File: src/design/fbds_pkg.sv
// Package for the fractional baud divisor search: item types, widths, FSM states.
// No dependencies.
package fbds_pkg;

    localparam int CLK_W             = 32;
    localparam int BAUD_W            = 24;
    localparam int NIB_W             = 4;
    localparam int SUM_W             = 5;
    localparam int OUT_DIV_W         = 16;
    localparam int NUM_W             = CLK_W + NIB_W;          // clk * mul
    localparam int DD_W              = BAUD_W + SUM_W + 4;     // 16 * baud * (mul + add)
    localparam int N_W               = NUM_W + 2;              // 2 * num + dd
    localparam int DIVISOR_WIDTH_DEF = 16;

    localparam logic [NIB_W-1:0] NIB_MAX  = 4'd15;
    localparam logic [NIB_W-1:0] MUL_MIN  = 4'd1;
    localparam logic [NIB_W-1:0] ADD_MIN  = 4'd0;

    typedef struct packed {
        logic [CLK_W-1:0]  clock_hz;
        logic [BAUD_W-1:0] target_baud;
    } in_item_t;

    typedef struct packed {
        logic [OUT_DIV_W-1:0] divisor;
        logic [NIB_W-1:0]     add_value;
        logic [NIB_W-1:0]     mul_value;
        logic                 found;
    } out_item_t;

    // Classified job handed from the front to the search engine.
    typedef struct packed {
        logic [CLK_W-1:0]  clock_hz;
        logic [BAUD_W-1:0] target_baud;
        logic              zero_baud;
    } job_t;

    typedef enum logic [2:0] {
        S_IDLE,
        S_SETUP,
        S_CHECK,
        S_DIV,
        S_ERR,
        S_MUL,
        S_CMP,
        S_DONE
    } search_state_t;

endpackage

File: src/design/fbds_front.sv
// Front end: accepts items, flags a zero baud rate, holds them in a two-entry queue.
// Depends on fbds_pkg.
module fbds_front
    import fbds_pkg::*;
(
    input  logic     clk,
    input  logic     rst_n,
    input  logic     push,
    output logic     full,
    input  in_item_t item,
    output logic     job_valid,
    output job_t     job,
    input  logic     job_take
);

    job_t       entry_reg [2];
    logic       wr_ptr_reg;
    logic       rd_ptr_reg;
    logic [1:0] count_reg;
    logic       do_push;
    logic       do_pop;

    assign full      = (count_reg == 2'd2);
    assign job_valid = (count_reg != 2'd0);
    assign job       = entry_reg[rd_ptr_reg];
    assign do_push   = push && !full;
    assign do_pop    = job_take && job_valid;

    always_ff @(posedge clk)
    begin
        if (do_push)
        begin
            entry_reg[wr_ptr_reg].clock_hz    <= item.clock_hz;
            entry_reg[wr_ptr_reg].target_baud <= item.target_baud;
            entry_reg[wr_ptr_reg].zero_baud   <= (item.target_baud == '0);
        end
    end

    always_ff @(posedge clk or negedge rst_n)
    begin
        if (!rst_n)
        begin
            wr_ptr_reg <= 1'b0;
            rd_ptr_reg <= 1'b0;
            count_reg  <= 2'd0;
        end
        else
        begin
            if (do_push)
                wr_ptr_reg <= !wr_ptr_reg;
            if (do_pop)
                rd_ptr_reg <= !rd_ptr_reg;
            case ({do_push, do_pop})
                2'b10:   count_reg <= count_reg + 2'd1;
                2'b01:   count_reg <= count_reg - 2'd1;
                default: count_reg <= count_reg;
            endcase
        end
    end

endmodule

File: config.mk
export PLATFORM = sky130hd
export DESIGN_NAME = fbds_front
export DESIGN_NICKNAME = d
export VERILOG_FILES = /design/src/design/fbds_pkg.sv /design/src/design/fbds_front.sv
export SDC_FILE = /design/constraint.sdc
export NUM_CORES = 1
export LEC_CHECK = 0
export BUFFER_PORTS_ARGS = -buffer_cell sky130_fd_sc_hd__buf_2
export CORE_MARGIN = 4
export CORE_UTILIZATION = 31
export CTS_CLUSTER_SIZE = 28
export DETAILED_ROUTE_END_ITERATION = 10
export GPL_TIMING_DRIVEN = 1
export HOLD_SLACK_MARGIN = 0.15
export PLACE_DENSITY = 0.57
export SETUP_SLACK_MARGIN = 0.02
export SYNTH_ARGS = -nofsm -noshare
export SYNTH_HDL_FRONTEND = slang
export SYNTH_SLANG_ARGS = --single-unit
File: constraint.sdc
create_clock -name clk -period 4.5 [get_ports clk]
set_input_delay 0.675 -clock clk [delete_from_list [all_inputs] [get_ports clk]]
set_output_delay 0.675 -clock clk [all_outputs]
set_load 0.01 [all_outputs]
# [Word-level counts from Yosys, hierarchy flattened]
# Memories as Yosys holds them, arrays and structs flattened.
# Index checks and enable logic that the tools add are counted.
[classes] addsub=2 n_eq_ne=3 n_mux=3 n_reduce_logical=8
[op_table] operator="24-bit zero test" count=1
[op_table] operator="2-bit equality test, second input constant" count=2
[op_table] operator="2-bit case mux with 2 select lines" count=1
[op_table] operator="2-bit nonzero test" count=2
[op_table] operator="1-bit zero test" count=3
[op_table] operator="2-bit by 1-bit adder with 2-bit output, second input constant" count=1
[op_table] operator="2-bit by 1-bit equality test with 1-bit output, second input constant" count=1
[op_table] operator="1-bit logical AND" count=2
[op_table] operator="1-bit two-way mux" count=2
[op_table] operator="2-bit by 1-bit subtractor with 2-bit output, second input constant" count=1
[word_totals] mem_bits_rw=114 mem_count=1 output_inout_bits=59 ff_bits=4 wordCells=20
[memory_table] memory="entry_reg" depth=2 word_bits=57 read_ports=1 rd_ports_with_merged_regs=0 write_ports=1 line="fbds_front.sv:16" rtl="job_t entry_reg [2];"

# [Depth between registers and ports, before layout]
# Gate-level depths: netlist of run 1.
[logic_depth] ltp_word=5 depth_mapped=6 ltp_nobuf=6

# [Worst setup path before layout of run 1]
# No wires, ideal clock.
[synth_path] path_type="input to register" startpoint="input push" endpoint="memory entry_reg[0][0] (netlist name), enable pin" setup_ps=472 arrival_time_ps=3156 path_stages=2 slack_ps=872 n_path_buf=0 cell_sequence="nand2_1 -> nor2_1"
[synth_via] elab_chain_len=3
[synth_lines] item="from (decl)" line="fbds_front.sv:8" rtl="input logic push,"
[synth_lines] item="1-bit logical AND" line="fbds_front.sv:26" rtl="assign do_push = push && !full;"
[synth_lines] item="1-bit two-way mux" line="fbds_front.sv:31" rtl="if (do_push)"
[synth_lines] item="1-bit two-way mux (not written as such)" line="fbds_front.sv:35" rtl="entry_reg[wr_ptr_reg].zero_baud <= (item.target_baud == '0);"
[synth_lines] item="to (decl)" line="fbds_front.sv:16"
# No other way between the ends.

==> results of run 1 <==
-- worst max-delay path by stage --
stage | from | end | slack, ns | depth (start not counted)
detailed placement | push | entry_reg[0][16] | 1.89 | 4
global route | rd_ptr_reg | job[1] | 1.66 | 2
global placement | push | entry_reg[0][15] | 1.91 | 4
CTS | rd_ptr_reg | job[4] | 1.72 | 2
floorplan | push | entry_reg[0][0] | 0.87 | 2
finish | rd_ptr_reg | job[4] | 1.78 | 2
-- per-layer routing --
metal / up-vias / share of wire (%) / global-route usage [%]
met4: 0 / 1.2 / 4.307
met3: 6 / 8.4 / 5.708
met2: 76 / 49 / 16.97
met1: 1131 / 41 / 12.35
met5: - / 0 / 0
li1: 1079 / - / -
-- Yosys cell counts --
| cell type | number |
|---|---|
| nor2_1 | 3 |
| ha_1 | 1 |
| and3_1 | 1 |
| and2_4 | 1 |
| edfxtp_1 | 114 |
| mux2_4 | 20 |
| mux2_2 | 37 |
| nand2b_1 | 1 |
| inv_1 | 1 |
| nand4_1 | 1 |
| buf_6 | 3 |
| or2_2 | 1 |
| buf_2 | 3 |
| dfrtp_1 | 4 |
| nor4_1 | 6 |
| xor2_1 | 2 |
| xnor2_1 | 3 |
| nand2_1 | 2 |
-- area by class of cell --
cell class	instances	area, µm²	share of cell area (%)
repair buffers	121	615.6	10.59
clock buffers	18	429.2	7.384
clock inverters	13	138.9	2.390
inverters	1	3.754	0.06459
flip-flops and latches	118	3527	60.69
well taps	180	225.2	3.875
multi-input cells	79	872.1	15.01
-- timing repair --
item / in CTS / in global routing
hold buffers: 1 / 0
hold endpoints to repair: 4 / 0
buffers inserted: 0 / 0
setup endpoints to repair: 0 / 0
-- power by group through the flow --
stage / clock network [W] / registers, W / logic [W]
floorplan: 0 / 0.00159 / 0.000752
global placement: 0 / 0.00171 / 0.00101
detailed placement: 0 / 0.00172 / 0.00101
CTS: 0.00131 / 0.00170 / 0.00102
global route: 0.00136 / 0.00172 / 0.00108
finish: 0.00128 / 0.00169 / 0.000982
-- worst register-to-register path: cells and delay by family (launching register included) --
kind,cells,cell delay (ns)
and+or+nand+nor,3,1.11
buffers and inverters,1,0.48
DFF,1,0.41
-- through the flow --
stage	instances	total power, W	hold slack (ns)
after detailed placement	498	0.002731	0.4862
final	530	0.003951	0.4565
after global routing	530	0.004166	0.4397
after CTS	530	0.004031	0.4393
after floorplan	204	0.002341	0.3794
after global placement	498	0.002721	0.4726
-- kinds of logic (layout without fill, tap and decap cells) --
group,after synthesis,count (layout),share of synthesized area [%]
mux,57,57,16.15
fa+ha+maj,1,1,0.2818
flops,118,118,79.37
xor+xnor,5,5,0.9867
simple gates,16,16,2.030
buf+inv,7,153,1.184
==> key figures, run 1 <==
Run status
  – Status: finished, final reports clean

Critical path
  – FF-to-FF End: entry_reg[0][11]
  – Crit Path Class: reg2out
  – CP Data Required Time: 3.83 ns
  – Worst r2r path cells: 4
  – Worst EP arrival: 2.04 ns
  – Worst R2R Start: count_reg[0]
  – Worst Path Max Fanout: 58
  – Worst path max stage delay: 1.04 ns
  – Crit path cell chain: mux2_2, buf_2
  – Worst setup EP type: output port
  – Worst path bufs/invs: 1
  – Slowest-stage cell, CP: dfrtp_4
  – CP Launch Type: flop
  – CP delay by family, top: flip-flops
  – R2R Setup Slk: 2.14 ns

GRT
  – GRT overflow: 0
  – Largest net degree at the start of global routing: 59
  – First-pass GRT wire length: 13,000 µm
  – Antenna violations before repair: 0
  – Gr usage total: 10.76%
  – Vias in the first global route: 2,555

Timing
  – Worst Skew: 0.01144 ns
  – Max Clk Rate: 368.2 MHz
  – Slew Limit Fails: 0
  – Final setup margin: 1.784 ns
  – Worst slew margin: 31.24%
  – Setup_tns: 0 ns
  – Min Clock Period, post-route: 2.716 ns
  – Final hold viol count: 0
  – # setup viols final: 0
  – RSZ-0062 raised after global routing: no
  – Final period util: 60.35%
  – Slew of the pin with the lowest slew margin: 1.029 ns

Yosys
  – Synth area leaders: edfxtp_1 (77%), mux2_2 (9.4%), mux2_4 (6.8%), dfrtp_1 (2.3%), nor4_1 (0.85%)
  – Syn Nets: 265
  – Synth cell types: 18
  – Sequential area share after synthesis: 79.37%
  – Synthesized area: 4439 µm²
  – Syn Inst Count: 204
  – Synth Register Bits: 118
  – Cell taking the most area after synthesis: edfxtp_1
  – Avg Inst Size Synth: 21.76 µm²
  – Synth warnings: 0
  – Top-area cell type share of the netlist area: 77.11%

Cells and area
  – Final core utilization: 41.71%
  – Commonest non-fill, non-tap cell in the layout: buf_2
  – Fin nets: 399
  – Share of post-route cells with drive strength above 1: 59.14%
  – Largest register FFs: 114
  – Filler Cell Count: 1,291
  – Post-route design area: 5812 µm²
  – Area Growth Syn to Fin: 30.92%
  – # diodes: 0
  – Most frequent cells in the layout: buf_2 (118), edfxtp_1 (114), mux2_2 (37)

Power and ir drop
  – Worst VDD drop: 0.6171 mV
  – Clock power frac: 32.3%
  – Leak pwr: 2.223 nW
  – Cell area power density: 679.8 nW/µm²
  – Combinational power share: 24.9%
  – Sequential power share: 42.8%
  – Psw: 0.001073 W
  – Internal: 0.002878 W
  – Sw frac: 27.16%

Drt
  – WL/cell: 15.78 µm
  – Via density per instance: 4.325
  – DRC: 0
  – Total routed wirelength: 8364 µm
  – Drt first pass iters: 3
  – Iteration-0 DRC Markers: 77
  – Via Count: 2,292
  – Post-route ant nets: 0

Worst hold path
  – Worst Hold Launch: item[39]
  – Worst hold-check path type: in2reg
  – WHS Path Cells: 1
  – Hold EP: entry_reg[0][40]

CTS
  – TritonCTS Buffers: 17
  – CTS tree: built
  – Clock tree sinks: 118
  – Clk slew on worst S/H paths: 0.05 ns
  – Clk Latency, worst-skew pair: 0.40 ns
  – PostCTS Resize Cnt: 0
  – Clk buf depth: 2
  – H-tree levels: 4
  – Root Driver: clkbuf_16

Floorplanning
  – Cell row count: 43
  – Die area: 16,300 µm²
  – Core box area: 13,930 µm²
  – Die height: 127.7 µm
  – Die W: 127.7 µm
  – # IOs: 119
  – Initial core utilization: 31.86%

Place
  – Dpl hpwl: 5556 µm
  – Area of placed instances: 5234 µm²
  – # port buffers: 118
  – DP Worst Slack: 1.891 ns
  – Global placement routability congestion: 0.7087

Job
  – Max-cap violation count: 0
Note: power is estimated with default switching activity, not from simulation.
==> run 2: changes to the inputs <==
--- a/config.mk
+++ b/config.mk
@@ -5,6 +5,7 @@
 export SDC_FILE = /design/constraint.sdc
 export NUM_CORES = 1
 export LEC_CHECK = 0
+export ABC_AREA = 1
 export BUFFER_PORTS_ARGS = -buffer_cell sky130_fd_sc_hd__buf_2
 export CORE_MARGIN = 4
 export CORE_UTILIZATION = 31
==> constraint.sdc (replaced) <==
create_clock -name clk -period 2.8 [get_ports clk]
set_input_delay 0.42 -clock clk [delete_from_list [all_inputs] [get_ports clk]]
set_output_delay 0.42 -clock clk [all_outputs]
set_load 0.01 [all_outputs]
==> key figures, run 2 <==
Yosys
  – Synth cell types: 15 (-3)
  – Syn Nets: 404 (+52%)
  – Main flop type after synthesis: edfxtp_1
  – Async SR Flop Fraction: 3.390% (unchanged)
  – Post-synth top cells: nand2_1 (180), edfxtp_1 (114), nor2_1 (18), buf_4 (6), inv_1 (6)
  – Synth area leaders: edfxtp_1 (77%), nand2_1 (15%), dfrtp_1 (2.3%), nor2_1 (1.5%), buf_4 (1.0%)
  – Syn Inst Count: 343 (+68%)
  – Synth warnings: 0 (unchanged)
  – Most frequent cell after synthesis: nand2_1
  – Sequential area share after synthesis: 79.46% (+0.090 points)
  – EDFF count, synth: 114 (unchanged)
  – Avg Inst Size Synth: 12.93 µm² (-41%)
  – Cell taking the most area after synthesis: edfxtp_1
  – Synth Register Bits: 118 (unchanged)
  – Top-area cell type share of the netlist area: 77.20% (+0.087 points)
  – Synthesized area: 4434 µm² (-0.11%)

Timing
  – Slew of the pin with the lowest slew margin: 0.6495 ns (-0.3795 ns)
  – # setup viols final: 0 (unchanged)
  – Slew Limit Fails: 0 (unchanged)
  – Worst slew margin: 56.70% (+25 points)
  – WHS: 0.1982 ns (-0.2583 ns)
  – Min Clock Period, post-route: 2.336 ns
  – Final hold viol count: 0 (unchanged)
  – Final period util: 83.44%
  – Worst Skew: 0.01089 ns (-0.0005536 ns)
  – Max Clk Rate: 428.0 MHz
  – RSZ-0062 raised after global routing: no

Power and ir drop
  – Clock power frac: 34.9% (+2.6 points)
  – Psw: 0.002049 W (+91%)
  – Cell area power density: 1142 nW/µm² (+68%)
  – Sequential power share: 37.4% (-5.4 points)
  – Sw frac: 30.47% (+3.3 points)
  – Combinational power share: 27.7% (+2.8 points)
  – Leak pwr: 2.534 nW (+14%)
  – Worst VDD drop: 0.4668 mV (-24%)
  – Internal: 0.004677 W (+63%)

Drt
  – Met1 Wirelength: 3900 µm (+13%)
  – Metal3 WL: 638 µm (-8.9%)
  – Via Count: 2,822 (+23%)
  – Drt first pass iters: 4 (+1)
  – DRC: 0 (unchanged)
  – Via density per instance: 4.231 (-2.2%)
  – Iteration-0 DRC Markers: 113 (+47%)
  – Wire length on met2: 4478 µm (+8.8%)
  – WL/cell: 13.67 µm (-13%)
  – DR top layer: met4
  – Post-route ant nets: 0 (unchanged)
  – Total routed wirelength: 9115 µm (+9.0%)

Cells and area
  – Fin nets: 536 (+34%)
  – Filler Cell Count: 1,313 (+1.7%)
  – Layout Cells excl Fill: 667 (+26%)
  – Post-route design area: 5887 µm² (+1.3%)
  – Area Growth Syn to Fin: 32.76%
  – Largest register FFs: 114 (unchanged)
  – Commonest non-fill, non-tap cell in the layout: nand2_1
  – Most frequent cells in the layout: nand2_1 (180), buf_2 (118), edfxtp_1 (114)
  – Final core utilization: 42.25% (+0.54 points)
  – # diodes: 0 (unchanged)
  – Share of post-route cells with drive strength above 1: 31.83% (-27 points)

Critical path
  – Worst r2r path cells: 5 (+1)
  – Worst Path Max Fanout: 34 (-41%)
  – Crit Path Class: reg2out
  – CP Launch Type: flop
  – Worst setup EP type: output port
  – CP Data Required Time: 2.38 ns (-1.45 ns)
  – Worst EP arrival: 1.92 ns (-0.12 ns)
  – FF-to-FF End: count_reg[1]
  – Worst R2R Start: count_reg[0]
  – R2R Setup Slk: 1.30 ns (-0.84 ns)

Worst hold path
  – Worst hold-check path type: in2reg
  – Worst Hold Launch: item[42]
  – WHS Path Cells: 1 (unchanged)
  – Hold EP: entry_reg[1][43]

Place
  – Area of placed instances: 5238 µm² (about the same)
  – # port buffers: 118 (unchanged)
  – Global placement routability congestion: 0.7196 (+1.5%)
  – Dpl hpwl: 5994 µm (+7.9%)
  – Post-Place Cells: 635 (+28%)

Floorplanning
  – Die area: 16,280 µm² (-0.10%)
  – Die height: 127.6 µm (about the same)
  – Initial core utilization: 31.82% (-0.036 points)
  – Die W: 127.6 µm (about the same)
  – Cell row count: 43 (unchanged)
  – Core box area: 13,930 µm² (unchanged)
  – # IOs: 119 (unchanged)

CTS
  – Setup Buffers After CTS: 0 (unchanged)
  – Root Driver: clkbuf_16
  – Clk slew on worst S/H paths: 0.05 ns (about the same)
  – Clock tree sinks: 118 (unchanged)
  – Clk buf depth: 2 (unchanged)
  – H-tree levels: 4 (unchanged)
  – TritonCTS Buffers: 17 (unchanged)
  – Clk Latency, worst-skew pair: 0.41 ns (about the same)
  – CTS tree: built

Run status
  – Status: finished, final reports clean

Job
  – Max-cap violation count: 0 (unchanged)

GRT
  – Largest net degree at the start of global routing: 58 (-1.7%)
  – Gr usage total: 11.70% (+0.94 points)
  – Vias in the first global route: 2,911 (+14%)
  – Antenna violations before repair: 0 (unchanged)
  – GRT overflow: 0 (unchanged)
  – First-pass GRT wire length: 14,480 µm (+11%)
## run 2: final cells by class
| type | instances | area, µm² | share of cell area [%] |
|---|---|---|---|
| clock buffers | 18 | 429.2 | 7.290 |
| flip-flops and latches | 118 | 3525 | 59.87 |
| inverters | 7 | 26.28 | 0.4463 |
| repair buffers | 125 | 645.6 | 10.97 |
| multi-input cells | 206 | 825.8 | 14.03 |
| well taps | 180 | 225.2 | 3.826 |
| clock inverters | 13 | 210.2 | 3.571 |
## run 2: cell families (layout without fill, tap and decap cells)
kind of cell | Yosys count | count (layout) | synth area share [%]
adders and majority gates | 1 | 1 | 0.2821
xor gates and xnor gates | 4 | 4 | 0.7902
DFF | 118 | 118 | 79.46
AOI/OAI and AO/OA | 1 | 1 | 0.1976
buffers and inverters | 19 | 163 | 2.257
and+or+nand+nor | 200 | 200 | 17.01
## run 2: how the worst max path moves through the flow
| stage | slack (ns) | end | depth (start not counted) | from |
|---|---|---|---|---|
| after floorplan | -0.62 | entry_reg[0][0] | 3 | count_reg[1] |
| after global placement | 0.85 | job[9] | 5 | rd_ptr_reg |
| after detailed placement | 0.83 | job[40] | 5 | rd_ptr_reg |
| after CTS | 0.38 | job[40] | 5 | rd_ptr_reg |
| after global routing | 0.28 | job[9] | 5 | rd_ptr_reg |
| final | 0.46 | job[43] | 5 | rd_ptr_reg |
## run 2: worst max-delay path, cell delays in order, from the launching register on
cell,delay [ns]
dfrtp_2,0.40
inv_2,0.35
buf_4,0.44
nand2_1,0.09
nand2_1,0.09
buf_2,0.13
## run 2: per-layer routing
layer  up-vias  GRT usage (%)
met3         7          4.975
met4         0          4.494
met2        83          19.14
met1      1327          13.70
li1       1405              -
met5         -              0
## run 2: power groups by stage
stage | Combinational (W) | Sequential, W | Clock (W)
2_1_floorplan | 0.00115 | 0.00257 | 0
3_3_place_gp | 0.00192 | 0.00255 | 0
3_5_place_dp | 0.00194 | 0.00255 | 0
4_1_cts | 0.00194 | 0.00252 | 0.00239
5_1_grt | 0.00210 | 0.00255 | 0.00248
6_report | 0.00186 | 0.00252 | 0.00235
## run 2: what timing repair did
item                                   in CTS  in global routing
hold buffers                                1                  0
resized for setup                           0                  0
setup endpoints to repair                   0                  0
endpoints found under the hold margin       4                  0
## run 2: stage by stage
stage | worst slack, ns | setup TNS [ns] | total power [W]
2_1_floorplan | -0.6165 | -70.28 | 0.003711
3_3_place_gp | 0.8546 | 0 | 0.004462
3_5_place_dp | 0.8256 | 0 | 0.004491
4_1_cts | 0.3765 | 0 | 0.006855
5_1_grt | 0.2818 | 0 | 0.007136
6_report | 0.4636 | 0 | 0.006726
==> run 3: changes to the inputs <==
--- a/config.mk
+++ b/config.mk
@@ -13,7 +13,7 @@
 export DETAILED_ROUTE_END_ITERATION = 10
 export GPL_TIMING_DRIVEN = 1
 export HOLD_SLACK_MARGIN = 0.15
-export PLACE_DENSITY = 0.57
+export PLACE_DENSITY = 0.59
 export SETUP_SLACK_MARGIN = 0.02
 export SYNTH_ARGS = -nofsm -noshare
 export SYNTH_HDL_FRONTEND = slang
==> constraint.sdc (replaced) <==
create_clock -name clk -period 1.93 [get_ports clk]
set_input_delay 0.2895 -clock clk [delete_from_list [all_inputs] [get_ports clk]]
set_output_delay 0.2895 -clock clk [all_outputs]
set_load 0.01 [all_outputs]
==> key figures, run 3 (same netlist as run 2, synthesis figures left out) <==
Cells and area
  – Filler Cell Count: 1,226 (-6.6%)
  – Most frequent cells in the layout: nand2_1 (180), buf_2 (118), edfxtp_1 (114)
  – Largest register FFs: 114 (unchanged)
  – Register area: 3525 µm² (unchanged)
  – Area of the multi-input gates: 825.8 µm² (unchanged)
  – Commonest non-fill, non-tap cell in the layout: nand2_1
  – Area Growth Syn to Fin: 45.51%
  – Final core utilization: 46.31% (+4.1 points)
  – Share of post-route cells with drive strength above 1: 28.86% (-3.0 points)
  – Fin nets: 594 (+11%)
  – # diodes: 0 (unchanged)

Timing
  – Max Clk Rate: 571.8 MHz
  – Final setup margin: 0.1811 ns (-0.2826 ns)
  – Min Clock Period, post-route: 1.749 ns
  – Final hold viol count: 0 (unchanged)
  – WHS: 0.2092 ns (+0.01106 ns)
  – Final period util: 90.62%
  – Slew Limit Fails: 0 (unchanged)
  – RSZ-0062 raised after global routing: no
  – # setup viols final: 0 (unchanged)
  – Slew of the pin with the lowest slew margin: 0.3721 ns (-0.2774 ns)
  – Worst slew margin: 75.19% (+18 points)
  – Worst Skew: 0.004584 ns (-0.006303 ns)

CTS
  – CTS tree: built
  – Clock tree sinks: 118 (unchanged)
  – Clk slew on worst S/H paths: 0.05 ns (about the same)
  – Clk buf depth: 2 (unchanged)
  – Root Driver: clkbuf_16
  – H-tree levels: 4 (unchanged)
  – TritonCTS Buffers: 17 (unchanged)
  – Clk Latency, worst-skew pair: 0.40 ns (about the same)

Floorplanning
  – # IOs: 119 (unchanged)
  – Initial core utilization: 31.82% (unchanged)
  – Die W: 127.6 µm (unchanged)
  – Core box area: 13,930 µm² (unchanged)
  – Die area: 16,280 µm² (unchanged)
  – Cell row count: 43 (unchanged)
  – Die height: 127.6 µm (unchanged)

Critical path
  – R2R Setup Slk: 0.42 ns (-0.88 ns)
  – Crit Path Class: reg2out
  – Worst setup EP type: output port
  – Worst R2R Start: count_reg[0]
  – Worst Path Max Fanout: 29 (-15%)
  – CP Launch Type: flop
  – CP Data Required Time: 1.64 ns (-0.74 ns)
  – Crit. Startpoint: rd_ptr_reg
  – Worst EP arrival: 1.46 ns (-0.46 ns)

Worst hold path
  – Worst Hold Launch: job_take
  – Worst hold-check path type: in2reg

Power and ir drop
  – Leak pwr: 2.763 nW (+9.0%)
  – Clock power frac: 31.1% (-3.8 points)
  – Worst VDD drop: 1.009 mV (+120%)
  – Sequential power share: 37.8% (+0.4 points)
  – Psw: 0.003092 W (+51%)
  – Pwr Total: 0.009696 W (+44%)
  – Internal: 0.006604 W (+41%)
  – Combinational power share: 31.1% (+3.4 points)
  – Sw frac: 31.89% (+1.4 points)
  – Cell area power density: 1503 nW/µm² (+32%)

Drt
  – DRC: 0 (unchanged)
  – Iteration-0 DRC Markers: 180 (+59%)
  – Via Count: 3,070 (+8.8%)
  – Post-route ant nets: 0 (unchanged)
  – Total routed wirelength: 10,170 µm (+12%)
  – Drt first pass iters: 4 (unchanged)
  – Via density per instance: 4.240 (+0.22%)
  – WL/cell: 14.05 µm (+2.8%)

Job
  – Max-cap violation count: 0 (unchanged)

GRT
  – Antenna violations before repair: 0 (unchanged)
  – First-pass GRT wire length: 15,350 µm (+6.0%)
  – GRT overflow: 0 (unchanged)
  – Gr usage total: 12.68% (+0.99 points)
  – Vias in the first global route: 3,173 (+9.0%)
  – Largest net degree at the start of global routing: 59 (+1.7%)

Run status
  – Status: finished, final reports clean

Place
  – Global placement routability congestion: 0.7517 (+4.5%)
  – DP Worst Slack: 0.4150 ns (-0.4106 ns)
  – Dpl hpwl: 5883 µm (-1.9%)
  – # port buffers: 118 (unchanged)
## run 3: changes by cell type in the layout (fill, tap and decap cells not counted), moves of 2 or more
cell and change:
dlygate4sd3_1 +56, buf_6 +2, buf_12 +3, bufinv_16 -3, buf_4 -4
## run 3: per-layer routing
layer  GRT usage [%]  vias to the layer above  share of wire (%)
li1                -                     1526                  -
met1           13.67                     1453                 42
met2           22.39                       83                 51
met3           5.644                        8                5.9
met4           3.933                        0                1.0
met5               0                        -                  0
## run 3: worst paths after layout
path / cells past startpoint / end
hold / removal: 3 / rd_ptr_reg
hold reg to reg: 2 / count_reg[1]
setup reg to reg: 5 / count_reg[1]
min in group asynchronous: 2 / count_reg[1]
setup / recovery: 5 / job[24]
max in group asynchronous: 2 / rd_ptr_reg
## run 3: worst max-delay path: stages, from the launching register on
cell	delay, ns
dfrtp_2	0.44
inv_2	0.10
buf_12	0.20
nand2_1	0.07
nand2_1	0.08
buf_2	0.14
## run 3: layout make-up
cell class / instances / share of cell area (%)
Timing Repair Buffer: 183 / 19.90
Clock buffer: 18 / 6.651
Clock inverter: 12 / 2.133
Tap cell: 180 / 3.490
Multi-Input combinational cell: 206 / 12.80
Sequential cell: 118 / 54.62
Inverter: 7 / 0.4072
## run 3: repair_timing
| action | in CTS | in global routing |
|---|---|---|
| hold endpoints to repair | 116 | 0 |
| setup buffers | 0 | 1 |
| resized for setup | 0 | 2 |
| cloned | 0 | 1 |
| endpoints found under the setup margin | 1 | 57 |
| hold buffers | 57 | 0 |
## run 3: power groups by stage
stage	combinational [W]	clock, W	sequential [W]
CTS	0.00296	0.00311	0.00369
floorplan	0.00167	0	0.00370
global placement	0.00283	0	0.00371
finish	0.00301	0.00301	0.00367
global route	0.00336	0.00322	0.00371
detailed placement	0.00285	0	0.00374
## run 3: through the flow
stage | TNS [ns] | std cells | instance area (µm²)
final | 0 | 724 | 6452
after global routing | 0 | 724 | 6452
after CTS | 0 | 722 | 6412
after detailed placement | 0 | 635 | 5275
after global placement | 0 | 635 | 5275
after floorplan | -61.19 | 343 | 4439
